`src/design/erpm_pkg.sv`:
```
// Shared types and constants for the encoder RPM estimator.
// No dependencies; every other design file imports this package.
package erpm_pkg;

    // Encoder counter width used for masking the incoming count.
    localparam int COUNT_BITS = 16;

    // Field widths fixed by the interface.
    localparam int ENC_BITS    = 16;
    localparam int TIME_BITS   = 32;
    localparam int RPM_BITS    = 13;
    localparam int CPR_BITS    = 16;
    localparam int PERIOD_BITS = 10;

    localparam logic [ENC_BITS-1:0] COUNT_MASK =
        (COUNT_BITS >= ENC_BITS) ? {ENC_BITS{1'b1}}
                                 : ENC_BITS'((64'd1 << COUNT_BITS) - 64'd1);

    // Signed count difference and the wrap-corrected magnitude.
    localparam int DIFF_BITS = ENC_BITS + 2;
    localparam int MAG_BITS  = ENC_BITS;

    // freq = 1000 / elapsed never exceeds 1000.
    localparam int FREQ_BITS = 10;
    localparam int FCNT_BITS = $clog2(FREQ_BITS + 1);

    // |diff| * freq, then * 60, then plus the rounding bias.
    localparam int PROD_BITS = MAG_BITS + FREQ_BITS;
    localparam int SCL_BITS  = PROD_BITS + 6;
    localparam int NUM_BITS  = SCL_BITS + 1;

    // Shared divider.
    localparam int DIVS_BITS = 16;
    localparam int ITER_BITS = $clog2(NUM_BITS + 1);
    localparam logic [ITER_BITS-1:0] FREQ_ITERS = ITER_BITS'(FREQ_BITS);
    localparam logic [ITER_BITS-1:0] QUOT_ITERS = ITER_BITS'(NUM_BITS);

    localparam int MS_PER_S  = 1000;
    localparam int RPM_LIMIT = 3000;

    // Configuration port.
    localparam int CFG_IDX_BITS  = 8;
    localparam int CFG_DATA_BITS = 16;
    localparam logic [CFG_IDX_BITS-1:0] CFG_IDX_CPR    = CFG_IDX_BITS'(0);
    localparam logic [CFG_IDX_BITS-1:0] CFG_IDX_PERIOD = CFG_IDX_BITS'(1);

    localparam logic [CPR_BITS-1:0]    CPR_RESET    = CPR_BITS'(1024);
    localparam logic [PERIOD_BITS-1:0] PERIOD_RESET = PERIOD_BITS'(10);

    typedef enum logic [2:0] {
        S_IDLE,
        S_EVAL,
        S_WRAP,
        S_FDIV,
        S_MUL,
        S_PREP,
        S_QDIV,
        S_DONE
    } t_state;

endpackage

```
`src/design/erpm_serdiv.sv`:
```
// Bit-serial restoring divider, one quotient bit per cycle.
// Depends on erpm_pkg for widths.
module erpm_serdiv import erpm_pkg::*; (
    input  logic                 i_clk,
    input  logic                 i_rst_n,
    input  logic                 i_start,
    input  logic [ITER_BITS-1:0] i_iters,
    input  logic [NUM_BITS-1:0]  i_dividend,
    input  logic [DIVS_BITS-1:0] i_divisor,
    output logic                 o_done,
    output logic [NUM_BITS-1:0]  o_quot
);

    logic                 r_busy;
    logic                 r_done;
    logic [ITER_BITS-1:0] r_cnt;
    logic [NUM_BITS-1:0]  r_quot;
    logic [DIVS_BITS-1:0] r_rem;
    logic [DIVS_BITS-1:0] r_div;

    logic [DIVS_BITS:0] w_trial;
    logic [DIVS_BITS:0] w_diff;
    logic               w_fit;

    // Shift the next dividend bit into the partial remainder and try a subtract.
    always_comb begin
        w_trial = {r_rem, r_quot[NUM_BITS-1]};
        w_diff  = w_trial - {1'b0, r_div};
        w_fit   = (w_trial >= {1'b0, r_div});
    end

    always_ff @(posedge i_clk) begin
        if (!i_rst_n) begin
            r_busy <= 1'b0;
            r_done <= 1'b0;
            r_cnt  <= '0;
        end else begin
            r_done <= 1'b0;
            if (i_start) begin
                r_busy <= 1'b1;
                r_cnt  <= i_iters;
            end else if (r_busy) begin
                r_cnt <= r_cnt - ITER_BITS'(1);
                if (r_cnt == ITER_BITS'(1)) begin
                    r_busy <= 1'b0;
                    r_done <= 1'b1;
                end
            end
        end
    end

    always_ff @(posedge i_clk) begin
        if (i_start) begin
            r_quot <= i_dividend;
            r_rem  <= '0;
            r_div  <= i_divisor;
        end else if (r_busy) begin
            r_quot <= {r_quot[NUM_BITS-2:0], w_fit};
            r_rem  <= w_fit ? w_diff[DIVS_BITS-1:0] : w_trial[DIVS_BITS-1:0];
        end
    end

    assign o_done = r_done;
    assign o_quot = r_quot;

endmodule

```
`src/design/erpm_sermul.sv`:
```
// Bit-serial shift-add multiplier: magnitude times frequency, one bit per cycle.
// Depends on erpm_pkg for widths.
module erpm_sermul import erpm_pkg::*; (
    input  logic                 i_clk,
    input  logic                 i_rst_n,
    input  logic                 i_start,
    input  logic [MAG_BITS-1:0]  i_mcand,
    input  logic [FREQ_BITS-1:0] i_mplier,
    output logic                 o_done,
    output logic [PROD_BITS-1:0] o_prod
);

    logic                 r_busy;
    logic                 r_done;
    logic [FCNT_BITS-1:0] r_cnt;
    logic [PROD_BITS-1:0] r_acc;
    logic [PROD_BITS-1:0] r_mcand;
    logic [FREQ_BITS-1:0] r_mplier;

    always_ff @(posedge i_clk) begin
        if (!i_rst_n) begin
            r_busy <= 1'b0;
            r_done <= 1'b0;
            r_cnt  <= '0;
        end else begin
            r_done <= 1'b0;
            if (i_start) begin
                r_busy <= 1'b1;
                r_cnt  <= FCNT_BITS'(FREQ_BITS);
            end else if (r_busy) begin
                r_cnt <= r_cnt - FCNT_BITS'(1);
                if (r_cnt == FCNT_BITS'(1)) begin
                    r_busy <= 1'b0;
                    r_done <= 1'b1;
                end
            end
        end
    end

    // Add the shifted multiplicand wherever the low multiplier bit is set.
    always_ff @(posedge i_clk) begin
        if (i_start) begin
            r_acc    <= '0;
            r_mcand  <= PROD_BITS'(i_mcand);
            r_mplier <= i_mplier;
        end else if (r_busy) begin
            if (r_mplier[0]) begin
                r_acc <= r_acc + r_mcand;
            end
            r_mcand  <= {r_mcand[PROD_BITS-2:0], 1'b0};
            r_mplier <= {1'b0, r_mplier[FREQ_BITS-1:1]};
        end
    end

    assign o_done = r_done;
    assign o_prod = r_acc;

endmodule

```
`src/design/encoder_rpm_estimator.sv`:
```
// Encoder speed estimator: top level with control sequencer and state.
// Depends on erpm_pkg, erpm_serdiv and erpm_sermul.
//
// Usage:
//   Input stream (s_axis): one transaction per sample, carrying the encoder
//   count and the millisecond time stamp. Output stream (m_axis): exactly one
//   transaction per input, carrying the held RPM and an updated flag.
//   Config channel (i_cfg_*): write counts_per_rev (index 0) or
//   min_period_ms (index 1) while the block is idle; always ready.
// Operation:
//   A sample with no update due goes from the evaluation state straight to the
//   final state. An update runs a 10-step serial divide for 1000/elapsed, a
//   10-step serial multiply and a 33-step serial divide by counts_per_rev,
//   all one bit per cycle through the shared divider and the shift-add
//   multiplier; the first divide is skipped when elapsed exceeds one second.
//   One sample is in work at a time; the next is taken once the result sits
//   in the output register.
// Reset:
//   Synchronous, active low. Clears last count, last time and held RPM,
//   sets counts_per_rev to 1024 and min_period_ms to 10, empties the output.
// Stall:
//   A result waits in the output register while m_axis_tready is low; the
//   next sample may be taken and processed, and holds in the final state
//   until the output register frees.
module encoder_rpm_estimator import erpm_pkg::*; (
    input  logic                     i_clk,
    input  logic                     i_rst_n,
    // Input stream
    input  logic                     s_axis_tvalid,
    output logic                     s_axis_tready,
    input  logic [47:0]              s_axis_tdata,   // [15:0] encoder_count, [47:16] now_ms
    // Output stream
    output logic                     m_axis_tvalid,
    input  logic                     m_axis_tready,
    output logic [15:0]              m_axis_tdata,   // [12:0] rpm, [15:13] zero
    output logic                     m_axis_tuser,   // [0] updated
    // Configuration writes
    input  logic                     i_cfg_valid,
    output logic                     o_cfg_ready,
    input  logic [CFG_IDX_BITS-1:0]  i_cfg_index,
    input  logic [CFG_DATA_BITS-1:0] i_cfg_data
);

    // Configuration registers.
    logic [CPR_BITS-1:0]    r_cpr;
    logic [PERIOD_BITS-1:0] r_period;

    // Persistent estimator state.
    logic [ENC_BITS-1:0]        r_last_count;
    logic [TIME_BITS-1:0]       r_last_time;
    logic signed [RPM_BITS-1:0] r_held_rpm;

    // Sample in work and intermediate values.
    t_state                    r_state;
    t_state                    n_state;
    logic [ENC_BITS-1:0]       r_count;
    logic [TIME_BITS-1:0]      r_now;
    logic signed [DIFF_BITS-1:0] r_diff;
    logic                      r_fzero;
    logic                      r_neg;
    logic [MAG_BITS-1:0]       r_mag;
    logic [SCL_BITS-1:0]       r_scaled;
    logic                      r_qneg;
    logic signed [RPM_BITS-1:0] r_res_rpm;
    logic                      r_res_upd;

    // Output register.
    logic                      r_out_valid;
    logic [RPM_BITS-1:0]       r_out_rpm;
    logic                      r_out_upd;

    // Combinational helpers.
    logic [TIME_BITS-1:0]      w_elapsed;
    logic [PERIOD_BITS-1:0]    w_period;
    logic                      w_due;
    logic [CPR_BITS-1:0]       w_cpr;
    logic [CPR_BITS-1:0]       w_half;
    logic [DIFF_BITS-1:0]      w_abs;
    logic signed [DIFF_BITS-1:0] w_fixed;
    logic [DIFF_BITS-1:0]      w_fabs;
    logic [SCL_BITS-1:0]       w_halfx;
    logic [NUM_BITS-1:0]       w_num;
    logic                      w_num_neg;
    logic [NUM_BITS-1:0]       w_sat;
    logic [RPM_BITS-1:0]       w_mag_rpm;
    logic                      w_out_free;

    // Serial unit hookup.
    logic                 w_div_start;
    logic [ITER_BITS-1:0] w_div_iters;
    logic [NUM_BITS-1:0]  w_div_dividend;
    logic [DIVS_BITS-1:0] w_div_divisor;
    logic                 w_div_done;
    logic [NUM_BITS-1:0]  w_div_quot;
    logic                 w_mul_start;
    logic [FREQ_BITS-1:0] w_mul_mplier;
    logic                 w_mul_done;
    logic [PROD_BITS-1:0] w_mul_prod;

    assign s_axis_tready = (r_state == S_IDLE);
    assign o_cfg_ready   = 1'b1;
    assign w_out_free    = !r_out_valid || m_axis_tready;

    // Frequency straight from the divider as it finishes; zero past one second.
    assign w_mul_mplier  = r_fzero ? '0 : w_div_quot[FREQ_BITS-1:0];

    // Update test and wrap correction.
    always_comb begin
        w_elapsed = r_now - r_last_time;
        w_period  = (r_period == '0) ? PERIOD_BITS'(1) : r_period;
        w_due     = (w_elapsed >= TIME_BITS'(w_period));
        w_cpr     = (r_cpr < CPR_BITS'(2)) ? CPR_BITS'(2) : r_cpr;
        w_half    = {1'b0, w_cpr[CPR_BITS-1:1]};
        w_abs     = r_diff[DIFF_BITS-1] ? DIFF_BITS'(-r_diff) : DIFF_BITS'(r_diff);
        // Move a wrapped difference by one revolution toward zero.
        if (w_abs > DIFF_BITS'(w_half)) begin
            if (r_diff > 0) begin
                w_fixed = r_diff - $signed(DIFF_BITS'(w_cpr));
            end else begin
                w_fixed = r_diff + $signed(DIFF_BITS'(w_cpr));
            end
        end else begin
            w_fixed = r_diff;
        end
        w_fabs = w_fixed[DIFF_BITS-1] ? DIFF_BITS'(-w_fixed) : DIFF_BITS'(w_fixed);
    end

    // Rounding bias, sign of the numerator and saturation of the quotient.
    always_comb begin
        w_halfx = SCL_BITS'(w_half);
        if (!r_neg) begin
            w_num     = NUM_BITS'(r_scaled) + NUM_BITS'(w_halfx);
            w_num_neg = 1'b0;
        end else if (r_scaled > w_halfx) begin
            w_num     = NUM_BITS'(r_scaled - w_halfx);
            w_num_neg = 1'b1;
        end else begin
            w_num     = NUM_BITS'(w_halfx - r_scaled);
            w_num_neg = 1'b0;
        end
        w_sat = (w_div_quot > NUM_BITS'(RPM_LIMIT)) ? NUM_BITS'(RPM_LIMIT) : w_div_quot;
        w_mag_rpm = w_sat[RPM_BITS-1:0];
    end

    // Next state and unit strobes.
    always_comb begin
        n_state        = r_state;
        w_div_start    = 1'b0;
        w_div_iters    = FREQ_ITERS;
        w_div_dividend = NUM_BITS'(MS_PER_S) << (NUM_BITS - FREQ_BITS);
        w_div_divisor  = DIVS_BITS'(w_elapsed[FREQ_BITS-1:0]);
        w_mul_start    = 1'b0;
        case (r_state)
            S_IDLE: begin
                if (s_axis_tvalid) begin
                    n_state = S_EVAL;
                end
            end
            S_EVAL: begin
                if (!w_due) begin
                    n_state = S_DONE;
                end else begin
                    n_state = S_WRAP;
                    // Skip the divide when elapsed exceeds one second: freq is zero.
                    w_div_start = (w_elapsed <= TIME_BITS'(MS_PER_S));
                end
            end
            S_WRAP: begin
                n_state = S_FDIV;
            end
            S_FDIV: begin
                if (r_fzero || w_div_done) begin
                    n_state     = S_MUL;
                    w_mul_start = 1'b1;
                end
            end
            S_MUL: begin
                if (w_mul_done) begin
                    n_state = S_PREP;
                end
            end
            S_PREP: begin
                n_state        = S_QDIV;
                w_div_start    = 1'b1;
                w_div_iters    = QUOT_ITERS;
                w_div_dividend = w_num;
                w_div_divisor  = DIVS_BITS'(w_cpr);
            end
            S_QDIV: begin
                if (w_div_done) begin
                    n_state = S_DONE;
                end
            end
            S_DONE: begin
                if (w_out_free) begin
                    n_state = S_IDLE;
                end
            end
            default: begin
                n_state = S_IDLE;
            end
        endcase
    end

    // Control state, configuration and estimator state.
    always_ff @(posedge i_clk) begin
        if (!i_rst_n) begin
            r_state      <= S_IDLE;
            r_cpr        <= CPR_RESET;
            r_period     <= PERIOD_RESET;
            r_last_count <= '0;
            r_last_time  <= '0;
            r_held_rpm   <= '0;
            r_out_valid  <= 1'b0;
        end else begin
            r_state <= n_state;
            if (i_cfg_valid) begin
                if (i_cfg_index == CFG_IDX_CPR) begin
                    r_cpr <= i_cfg_data[CPR_BITS-1:0];
                end else if (i_cfg_index == CFG_IDX_PERIOD) begin
                    r_period <= i_cfg_data[PERIOD_BITS-1:0];
                end
            end
            // Commit the new speed and advance the reference point.
            if (r_state == S_QDIV && w_div_done) begin
                r_held_rpm   <= r_qneg ? -$signed(w_mag_rpm) : $signed(w_mag_rpm);
                r_last_count <= r_count;
                r_last_time  <= r_now;
            end
            if (r_state == S_DONE && w_out_free) begin
                r_out_valid <= 1'b1;
            end else if (m_axis_tready) begin
                r_out_valid <= 1'b0;
            end
        end
    end

    // Payload registers.
    always_ff @(posedge i_clk) begin
        case (r_state)
            S_IDLE: begin
                if (s_axis_tvalid) begin
                    r_count <= s_axis_tdata[ENC_BITS-1:0] & COUNT_MASK;
                    r_now   <= s_axis_tdata[ENC_BITS +: TIME_BITS];
                end
            end
            S_EVAL: begin
                r_diff    <= $signed(DIFF_BITS'(r_count)) - $signed(DIFF_BITS'(r_last_count));
                r_fzero   <= (w_elapsed > TIME_BITS'(MS_PER_S));
                r_res_rpm <= r_held_rpm;
                r_res_upd <= 1'b0;
            end
            S_WRAP: begin
                r_neg <= w_fixed[DIFF_BITS-1];
                r_mag <= w_fabs[MAG_BITS-1:0];
            end
            S_MUL: begin
                // Times sixty as 64x - 4x.
                if (w_mul_done) begin
                    r_scaled <= {w_mul_prod, 6'b0} - SCL_BITS'({w_mul_prod, 2'b0});
                end
            end
            S_PREP: begin
                r_qneg <= w_num_neg;
            end
            S_QDIV: begin
                if (w_div_done) begin
                    r_res_rpm <= r_qneg ? -$signed(w_mag_rpm) : $signed(w_mag_rpm);
                    r_res_upd <= 1'b1;
                end
            end
            S_DONE: begin
                if (w_out_free) begin
                    r_out_rpm <= r_res_rpm;
                    r_out_upd <= r_res_upd;
                end
            end
            default: begin
            end
        endcase
    end

    erpm_serdiv u_div (
        .i_clk      (i_clk),
        .i_rst_n    (i_rst_n),
        .i_start    (w_div_start),
        .i_iters    (w_div_iters),
        .i_dividend (w_div_dividend),
        .i_divisor  (w_div_divisor),
        .o_done     (w_div_done),
        .o_quot     (w_div_quot)
    );

    erpm_sermul u_mul (
        .i_clk    (i_clk),
        .i_rst_n  (i_rst_n),
        .i_start  (w_mul_start),
        .i_mcand  (r_mag),
        .i_mplier (w_mul_mplier),
        .o_done   (w_mul_done),
        .o_prod   (w_mul_prod)
    );

    assign m_axis_tvalid = r_out_valid;
    assign m_axis_tdata  = 16'(r_out_rpm);
    assign m_axis_tuser  = r_out_upd;

endmodule

```
`config.mk`:
```
export PLATFORM = sky130hd
export DESIGN_NAME = encoder_rpm_estimator
export DESIGN_NICKNAME = d
export VERILOG_FILES = /design/src/design/erpm_pkg.sv /design/src/design/erpm_serdiv.sv /design/src/design/erpm_sermul.sv /design/src/design/encoder_rpm_estimator.sv
export SDC_FILE = /design/constraint.sdc
export NUM_CORES = 1
export LEC_CHECK = 0
export ABC_AREA = 1
export ABC_CLOCK_PERIOD_IN_PS = 12000
export BUFFER_PORTS_ARGS = -buffer_cell sky130_fd_sc_hd__buf_2
export CAP_MARGIN = 5
export CORE_ASPECT_RATIO = 0.5
export CORE_MARGIN = 4
export CORE_UTILIZATION = 45
export DETAILED_ROUTE_END_ITERATION = 16
export PLACE_DENSITY = 0.71
export SLEW_MARGIN = 5
export SYNTH_ARGS = -nofsm -noshare
export SYNTH_HDL_FRONTEND = slang
export SYNTH_SLANG_ARGS = --single-unit
export TNS_END_PERCENT = 20
```
`constraint.sdc`:
```
create_clock -name i_clk -period 12 [get_ports i_clk]
set_input_delay 1.8 -clock i_clk [delete_from_list [all_inputs] [get_ports i_clk]]
set_output_delay 1.8 -clock i_clk [all_outputs]
set_load 0.05 [all_outputs]
```
### Word-level counts from Yosys, hierarchy flattened

Cells that the tools add are included.

* mux-type cells: 51
* magnitude comparators: 9
* add/sub/neg operators: 15
* equal/unequal tests: 15
* reduce and logical (&&, ||, !) cells: 23
* bitwise gates (word level): 4

Operator list (number)
* $mux 33: 5
* $mux 16: 5
* $mux 18: 3
* $mux 10: 5
* $mux 13: 3
* $add 32x15->33: 1
* $gt 33x12->1 const B: 1
* $sub 15x32->33: 1
* $sub 32x15->33: 1
* $ge 32x10->1: 1
* $gt 32x10->1 const B: 1
* $gt 32x15->1: 1
* $le 32x10->1 const B: 1
* $sub 32x28->32: 1
* $sub 32x32->32: 1
* $add 26x26->26: 1
* $pmux 13 s2: 1
* $pmux 3 s8: 1
* $add 17x17->18: 1
* $gt 18x15->1: 1
* $mux 3: 6
* $mux 6: 3
* $neg 17->18: 1
* $sub 17x17->18: 1
* other kinds (33): 70

* word-level logic and storage cells: 151
* bits of input ports: 77
* register bits: 376
* output and inout bits: 20

### Depth between registers and ports, before layout

Gate-level depths: netlist (run 1).

* word-level depth: 7
* mapped depth: 32
* mapped depth without buffers: 32

### By module

From an unflattened synthesis (run 1), not the netlist that was laid out.

* cell total of the unflattened synthesis: 4012
* area total of the unflattened synthesis: 28094.4 um^2

Modules (own cells, without submodules)
* encoder_rpm_estimator: cells an instance 2794, instances 1, area each 19442.4 um^2, seq. area each 6085.8 um^2
* erpm_sermul: cells an instance 679, instances 1, area each 4489.3 um^2, seq. area each 1621.6 um^2
* erpm_serdiv: cells an instance 539, instances 1, area each 4162.7 um^2, seq. area each 1951.9 um^2

### Worst setup path before layout (run 1)

No wires, ideal clock.

* kind: input port to flip-flop
* from: input s_axis_tvalid
* to: register r_count[0], enable pin
* stages: 2
* data required time: 11.427 ns
* data arrival time: 6.384 ns
* library setup time: 0.573 ns
* path slack: 5.043 ns
* path buffers: 0
* cells stage by stage: inv_1 > nor4_1

* cells in the longest elaborated chain, start to end: 1

Ends and longest elaborated chain
* start: declaration: line encoder_rpm_estimator.sv:29 `input logic s_axis_tvalid,`
* $reduce_and 2->1 (no line)
* end signal: assignment: line encoder_rpm_estimator.sv:243 `r_count <= s_axis_tdata[ENC_BITS-1:0] & COUNT_MASK;`
* end: declaration: line encoder_rpm_estimator.sv:56 `logic [ENC_BITS-1:0] r_count;`

No other way between the ends.
A chain may end at the register's enable or synchronous reset.

### Final worst setup path (run 1)

* from: register r_cpr[4]
* to: register r_mag[8], data pin

* cells in the longest elaborated chain, start to end: 7
* elaborated cells between the ends (all ways): 9
* classes of those cells: add/sub (3); order compare (2); mux (4)

Ends and longest elaborated chain
* start: declaration: line encoder_rpm_estimator.sv:45 `logic [CPR_BITS-1:0] r_cpr;`
* start signal: assignment: line encoder_rpm_estimator.sv:219 `r_cpr <= i_cfg_data[CPR_BITS-1:0];`
* $lt 16x2->1: line encoder_rpm_estimator.sv:112 `w_cpr = (r_cpr < CPR_BITS'(2)) ? CPR_BITS'(2) : r_cpr;`
* $mux 16 (*): line encoder_rpm_estimator.sv:112
* $add 17x17->18 or $sub 17x17->18 (tied branches): line encoder_rpm_estimator.sv:120, encoder_rpm_estimator.sv:118
* $mux 18: line encoder_rpm_estimator.sv:117 `if (r_diff > 0) begin`
* $mux 18 (*): line encoder_rpm_estimator.sv:116 `if (w_abs > DIFF_BITS'(w_half)) begin`
* $neg 16->16: line encoder_rpm_estimator.sv:125 `w_fabs = w_fixed[DIFF_BITS-1] ? DIFF_BITS'(-w_fixed) : DIFF_BITS'(w_fixed);`
* $mux 16 (*): line encoder_rpm_estimator.sv:125
* named net w_fabs[8]: line encoder_rpm_estimator.sv:80 `logic [DIFF_BITS-1:0] w_fabs;`
* end signal: assignment: line encoder_rpm_estimator.sv:255 `r_mag <= w_fabs[MAG_BITS-1:0];`
* end: declaration: line encoder_rpm_estimator.sv:61 `logic [MAG_BITS-1:0] r_mag;`

The timed path passes the listed nets; every way through them passes the cells marked *.

==> qor.csv, run 1 <==
stage,metric,value,unit
grt,grt_start_max_net_pins,103,
floorplanning,design.portCount,97,
synthesis,synth.yosys.warnings,0,
grt,first_pass_grt_wire_length,125.0,mm
grt,via_count_of_the_first_global_routing_pass,22360,
sta,hold_viol_final,0,
synthesis,synth_enable_flop_cells,217,
floorplanning,fp-row-count,62,
synthesis,synth_top_area_cell,edfxtp_1,
setup_path,r2r_end,r_mag[8],
setup_path,setup.worst_path.end_class,flop,
power_and_ir_drop,total_leakage_power,13.38,nW
route,route.detailed.drc,0,
worst_hold_path,hold_path_startpoint,r_res_rpm[8],
synthesis,synth.cell_area,26750,um^2
worst_hold_path,min_path_cells,0,
grt,antenna_found_initial,2,
worst_hold_path,hold_path_class,reg -> reg,
synthesis,async_reset_ff_share,0,%
setup_path,cp_max_fo,17,
clock_tree,cts.htree.levels,2,
route,first_iter_violations,2384,
setup_path,critical_path_required,12320,ps
floorplanning,fp.dieH,180.4,um
power_and_ir_drop,ir_worst_vdd,0.0001509,V
clock_tree,clk_pin_slew_worst_paths,60,ps
grt,global_route_overflow,0,
clock_tree,clock-sinks,374,
power_and_ir_drop,power_density,179.5,nW/um^2
cells_and_area,stdcell_count,4499,
route,detailroute.via_count,24420,
clock_tree,postCtsSetupBuffers,0,
synthesis,synth_top_flop_cell,edfxtp_1,
synthesis,avgSynthCellArea,7.311,um^2
status,outcome,"finished, final reports clean",
setup_path,crit_arrival,5470,ps
floorplanning,dieArea,63650,um^2
setup_path,reg2reg_start,r_cpr[4],
grt,grtUsageTotal,24.51,%
floorplanning,design.core.area,58100,um^2
synthesis,yosysMostFrequentCell,nand2_1,
setup_path,rr_worst_depth,27,
sta,fin_setup_tns,0,ps
setup_path,r2r_slack,6850,ps
route,avgViaCountPerCell,5.428,
power_and_ir_drop,power.total,5.226,mW
sta,final.min_clock_period,5149,ps
clock_tree,cts_inserted_buffers,39,
synthesis,synth.area.top_cells,"edfxtp_1 (24%), nand2_1 (12%), dfxtp_1 (12%), ha_1 (9.4%), inv_1 (7.7%)",
floorplanning,die-width,352.8,um
clock_tree,cts_tree,done,
run,maxCapViolations,0,
place,hpwl,63.77,mm
worst_hold_path,whs_endpoint,r_out_rpm[8],
synthesis,synthDominantCellAreaShare,24.36,%
sta,timing_max_transition_violations_final,0,
sta,transition_time_at_the_pin_with_the_least_slew_margin,1101,ps
cells_and_area,final_net_count,3987,
place,placed_cells,4428,
clock_tree,ctsLongestPathBuffers,3,
clock_tree,clockRootBuffer,clkbuf_16,
cells_and_area,area_growth,8.826,%
synthesis,yosysUniqueCellTypes,59,
place,placement.io_buffers,92,
route,detail_route.wl_per_cell,17.95,um
sta,setup-violations-final,0,
clock_tree,hold_buffers,0,
sta,unrepaired_setup_endpoints_after_global_routing,no,
cells_and_area,fraction_of_layout_instances_using_a_drive_strength_above_1,6.863,%
route,antenna_violating_nets_post_route,0,
clock_tree,postCtsResizedCells,0,
place,routabilityCongestion,0.9854,
route,detail_route.wirelength,80.77,mm
synthesis,synth.ff_latch_count,374,
synthesis,synth_common_cells,"nand2_1 (856), inv_1 (547), a21oi_1 (334)",
synthesis,fraction_of_the_yosys_area_taken_by_sequential_cells,36.11,%
sta,worst_slew_margin_relative_to_its_limit,26.51,%
setup_path,type_of_element_launching_the_critical_path,flop,
floorplanning,initial_core_util,46.04,%
sta,period_share,42.91,%
sta,max_clock_freq,0.1942,GHz
synthesis,postSynthCellCount,3659,
route,detailedRoute.firstPassIterationCount,7,
setup_path,timing_worst_setup_path_type,reg -> reg,
clock_tree,worst_skew_pair_latency,570,ps
sta,skew,21.70,ps
cells by family after synthesis:
| kind of cell | count (synthesis) | share of synthesized area (%) |
|---|---|---|
| AO/OA/AOI/OAI | 758 | 15.43 |
| AND/OR/NAND/NOR | 1481 | 23.40 |
| flip-flops | 374 | 36.11 |
| XOR/XNOR | 157 | 5.140 |
| buffers and inverters | 678 | 9.925 |
| adder cells (fa/ha/maj) | 209 | 9.972 |
| other | 2 | 0.02807 |
worst max-delay path, stage by stage, from the launching register on:
cell and delay (ps):
dfxtp_1 560, inv_1 200, nand4_1 140, nand3b_1 140, nand2_1 200, inv_1 180
ha_1 200, nand3_1 120, nor2_1 180, nand2_1 90, nor2_1 90, inv_1 60
nor3_1 190, or2_2 160, xor2_1 160, inv_1 80, ha_1 360, nand2_1 70
nor3_1 260, nand2_1 80, o311ai_0 380, xor2_1 210, nand2_1 80, nand2_2 210
inv_2 200, nand2_1 130, xor2_1 140, inv_1 50
per-stage QoR:
step | setup WS, ps | area [um^2] | hold slack [ps] | utilization, %
final | 6851 | 29110 | 418.7 | 50.10
after global routing | 6513 | 29110 | 426.6 | 50.10
after CTS | 6944 | 29110 | 420.9 | 50.09
after detailed placement | 6780 | 27800 | 405.6 | 47.85
after global placement | 6801 | 27800 | 404.1 | 47.85
after floorplan | 5043 | 26760 | 400.3 | -
registers in the layout (all words and copies together) (netlist names), 16 cells and up:
| register | cells |
|---|---|
| u_div.o_quot | 33 |
| r_last_time | 32 |
| r_now | 32 |
| r_scaled | 30 |
| u_mul.o_prod | 26 |
| u_mul.r_mcand | 26 |
| r_diff | 17 |
| r_count | 16 |
| r_cpr | 16 |
| r_last_count | 16 |
| r_mag | 16 |
| u_div.r_div | 16 |
| u_div.r_rem | 16 |
power breakdown:
part | internal (mW) | switching, mW
Sequential | 1.61 | 0.150
Clock | 0.703 | 0.561
Combinational | 0.749 | 1.45
layout by cell type (no fill, tap or decap), types with 6 or more instances in the layout:
| cell | synthesis | layout |
|---|---|---|
| edfxtp_1 | 217 | 217 |
| nand2_1 | 856 | 856 |
| a211oi_1 | 6 | 6 |
| nor2_2 | 12 | 13 |
| a21o_1 | 11 | 11 |
| nand3_2 | 8 | 8 |
| o22ai_1 | 7 | 7 |
| o211ai_1 | 20 | 20 |
| nor4_1 | 27 | 25 |
| nor2_4 | 5 | 6 |
| xor2_1 | 116 | 116 |
| xnor2_1 | 41 | 41 |
| ha_1 | 202 | 202 |
| o31ai_1 | 7 | 7 |
| nor2_1 | 285 | 283 |
| inv_2 | 18 | 19 |
| a21oi_1 | 334 | 334 |
| inv_1 | 547 | 546 |
| a31oi_1 | 25 | 25 |
| nor3_1 | 41 | 41 |
| o21bai_1 | 12 | 12 |
| o21ai_1 | 32 | 32 |
| nand4_1 | 31 | 31 |
| and2_1 | 6 | 6 |
| nand3_1 | 163 | 163 |
| o21ai_0 | 264 | 263 |
| clkinv_4 | 0 | 9 |
| o22ai_2 | 6 | 6 |
| buf_2 | 15 | 92 |
| clkinv_1 | 4 | 9 |
| dfxtp_1 | 157 | 157 |
| buf_4 | 10 | 16 |
| a21boi_0 | 13 | 13 |
| clkbuf_16 | 0 | 39 |
| nand3b_1 | 17 | 17 |
| fa_1 | 7 | 7 |
| nand2_2 | 18 | 18 |
area by class of cell:
cell class / instances / area, um^2
antenna: 1 / 2.502
clock buffer: 42 / 997.2
clock inverter: 28 / 305.3
fill: 5672 / 28990
inverter: 569 / 2136
multi-input combinational: 2609 / 14470
sequential: 374 / 9659
tap: 768 / 960.9
timing repair buffer: 108 / 580.6
worst max-delay path by stage:
stage / start / end / slack [ps] / cells past startpoint
3_3_place_gp: m_axis_tready / u_mul.r_mcand[14] / 6800 / 9
6_report: r_cpr[4] / r_mag[8] / 6850 / 27
4_1_cts: r_cpr[4] / r_mag[8] / 6940 / 27
3_5_place_dp: m_axis_tready / u_mul.r_mcand[15] / 6780 / 9
2_1_floorplan: s_axis_tvalid / r_count[0] / 5040 / 2
5_1_grt: r_cpr[4] / r_mag[3] / 6510 / 27
layer usage:
layer | vias up | part of all wire (%) | track usage (%)
met2 | 789 | 43 | 37.77
met3 | 123 | 7.8 | 4.278
met4 | 0 | 2.7 | 6.378
met1 | 11380 | 47 | 35.58
li1 | 12130 | - | -
met5 | - | 0 | 0
(Power assumes the default switching activity.)
==> run 2, diff against run 1 <==
--- a/config.mk
+++ b/config.mk
@@ -6,7 +6,7 @@
 export NUM_CORES = 1
 export LEC_CHECK = 0
 export ABC_AREA = 1
-export ABC_CLOCK_PERIOD_IN_PS = 12000
+export ABC_CLOCK_PERIOD_IN_PS = 4900
 export BUFFER_PORTS_ARGS = -buffer_cell sky130_fd_sc_hd__buf_2
 export CAP_MARGIN = 5
 export CORE_ASPECT_RATIO = 0.5
==> constraint.sdc (replaced) <==
create_clock -name i_clk -period 4.9 [get_ports i_clk]
set_input_delay 0.735 -clock i_clk [delete_from_list [all_inputs] [get_ports i_clk]]
set_output_delay 0.735 -clock i_clk [all_outputs]
set_load 0.05 [all_outputs]
==> run 2 against run 1 <==
First-iteration DRC count shrank 5.1%. Largest power group unchanged. Clock power grew 150%. Register-to-register slack lost 6500 ps. Worst hold slack lost 66 ps. Cell count grew 0.69%. Total power grew 140%. Non-clock buffer count grew 30. Die area is the same. Utilization grew 0.47 points. Global-route usage shrank 0.078 points. Clock skew grew 7.4 ps.
==> qor.csv, run 2 (synthesis results as in run 1) <==
stage,metric,value,unit
grt,via_count_of_the_first_global_routing_pass,22730,
worst_hold_path,hold_path_startpoint,s_axis_tdata[21],
setup_path,setup.worst_path.end_class,flop,
setup_path,r2r_end,u_div.o_quot[8],
setup_path,critical_path_required,5290,ps
grt,first_pass_grt_wire_length,125.3,mm
clock_tree,hold_buffers,0,
clock_tree,clockRootBuffer,clkbuf_16,
route,route.detailed.drc,0,
floorplanning,initial_core_util,46.04,%
floorplanning,design.core.area,58100,um^2
setup_path,crit_chain,ha_1 > nand2_1 > nand2_1 > inv_2 > nand2_4 > nand2_1 > nand2_1 > xor2_1 > ha_1 > a21oi_1 > nor2_1 > nor3_1 > nand3_1 > a21boi_0 > nand4_1 > nand2_1 > inv_2 > nand3_2 > nand2_2 > inv_2 > nand2_1 > o21ai_0,
cells_and_area,final_net_count,4015,
status,outcome,"finished, final reports clean",
power_and_ir_drop,power.share.combinational,42.0,%
run,maxCapViolations,0,
cells_and_area,fraction_of_layout_instances_using_a_drive_strength_above_1,7.743,%
clock_tree,cts_tree,done,
clock_tree,worst_skew_pair_latency,560,ps
sta,transition_time_at_the_pin_with_the_least_slew_margin,1124,ps
sta,hold_ws,352.5,ps
cells_and_area,nFillCells,5615,
power_and_ir_drop,ir_worst_vdd,0.0003130,V
sta,setup-violations-final,0,
setup_path,cp_top_family,simple AND/OR/NAND/NOR gates,
route,detail_route.wirelength,80.00,mm
sta,worst_slew_margin_relative_to_its_limit,24.91,%
sta,hold_viol_final,0,
cells_and_area,commonest_non_fill_non_tap_cell_in_the_layout,nand2_1,
grt,global_route_overflow,0,
grt,grtUsageTotal,24.44,%
setup_path,critical-path-top-cell-by-count,nand2_1,
setup_path,timing.critical_path.slowest_cell_delay,560,ps
setup_path,crit_arrival,4920,ps
grt,antenna_found_initial,10,
worst_hold_path,whs_endpoint,r_now[5],
clock_tree,postCtsSetupBuffers,0,
floorplanning,design.portCount,97,
power_and_ir_drop,power.share.switching,40.04,%
route,antenna_violating_nets_post_route,0,
setup_path,reg2reg_start,r_now[2],
clock_tree,clk_pin_slew_worst_paths,70,ps
power_and_ir_drop,sequentialPowerShare,33.5,%
route,detailroute.via_count,24410,
power_and_ir_drop,netSwitchingPower,5.078,mW
place,placement.io_buffers,92,
sta,skew,29.13,ps
cells_and_area,largest_register_ffs,33,
power_and_ir_drop,total_leakage_power,13.53,nW
setup_path,timing_worst_setup_path_type,reg -> reg,
clock_tree,cts.htree.levels,2,
setup_path,rr_worst_depth,22,
clock_tree,cts_inserted_buffers,37,
setup_path,timing.critical_path.slowest_stage_cell,xor2_1,
floorplanning,die-width,352.8,um
power_and_ir_drop,power_density,431.6,nW/um^2
setup_path,r2r_slack,360,ps
clock_tree,ctsLongestPathBuffers,3,
sta,max_clock_freq,0.2204,GHz
sta,fin_setup_tns,0,ps
route,detailedRoute.firstPassIterationCount,6,
sta,unrepaired_setup_endpoints_after_global_routing,no,
setup_path,number_of_buffers_and_inverters_on_the_critical_path,3,
setup_path,type_of_element_launching_the_critical_path,flop,
clock_tree,postCtsResizedCells,0,
clock_tree,clock-sinks,374,
route,detail_route.wl_per_cell,17.66,um
power_and_ir_drop,intPower,7.603,mW
power_and_ir_drop,clock_power_share,24.5,%
sta,period_share,92.59,%
cells_and_area,highest_count_cells_in_the_layout_ignoring_fill_and_taps,"nand2_1 (855), inv_1 (543), a21oi_1 (334), nor2_1 (281), o21ai_0 (262)",
sta,final.min_clock_period,4537,ps
route,first_iter_violations,2262,
place,hpwl,63.25,mm
grt,grt_start_max_net_pins,95,
sta,timing_max_transition_violations_final,0,
cells_and_area,area_growth,9.841,%
setup_path,cp_max_fo,16,
place,routabilityCongestion,0.9829,
worst_hold_path,min_path_cells,1,
floorplanning,dieArea,63650,um^2
worst_hold_path,hold_path_class,in -> reg,
route,avgViaCountPerCell,5.389,
floorplanning,fp.dieH,180.4,um
floorplanning,fp-row-count,62,
## run 2: cell types whose count changed in the layout (fill, tap and decap cells not counted), sizes merged
cell / delta
bufinv: +2
clkinv: -5
clkinvlp: +1
buf: +30
inv: -1
clkbuf: +1
diode: +3
## run 2: worst max path at each step
stage                    from               to  slack, ps  depth (start not counted)
CTS                 r_diff[1]        r_mag[12]        140                         30
detailed placement  r_diff[1]        r_mag[12]        180                         30
global placement    r_diff[1]         r_mag[8]        200                         25
global route         r_cpr[6]         r_mag[8]         10                         27
finish               r_now[2]  u_div.o_quot[8]        360                         22
floorplan           r_cpr[11]        r_mag[10]        890                         29
## run 2: layout make-up
class / instances / area (um^2) / share of cell area, %
Tap cell: 768 / 960.9 / 3.270
Multi-Input combinational cell: 2609 / 14500 / 49.36
Inverter: 569 / 2136 / 7.269
Sequential cell: 374 / 9661 / 32.88
Antenna cell: 4 / 10.01 / 0.03407
Clock inverter: 25 / 302.8 / 1.030
Clock buffer: 43 / 991.0 / 3.373
Timing Repair Buffer: 138 / 818.3 / 2.785
## run 2: power by group through the flow
stage          logic (mW)  clock network, mW  registers, mW
5_1_grt              6.03               3.31           4.29
4_1_cts              5.25               3.16           4.25
3_5_place_dp         5.20                  0           4.31
6_report             5.32               3.11           4.25
3_3_place_gp         5.13                  0           4.30
2_1_floorplan        3.96                  0           4.20
## run 2: per-layer routing
metal / wire [um] / track usage (%)
met4: 2578 / 7.597
met1: 36340 / 33.84
met5: 72 / 0
met3: 6316 / 5.017
met2: 34700 / 38.46
## run 2: through the flow
step           instances  power (mW)  worst slack (ps)  area, um^2  utilization (%)
4_1_cts             4526       12.65             138.3       29340            50.50
6_report            4530       12.68             363.0       29380            50.57
2_1_floorplan       3661       8.161             894.1       26760                -
3_3_place_gp        4458       9.431             204.9       28050            48.28
5_1_grt             4530       13.62             14.54       29380            50.57
3_5_place_dp        4458       9.511             183.1       28050            48.28
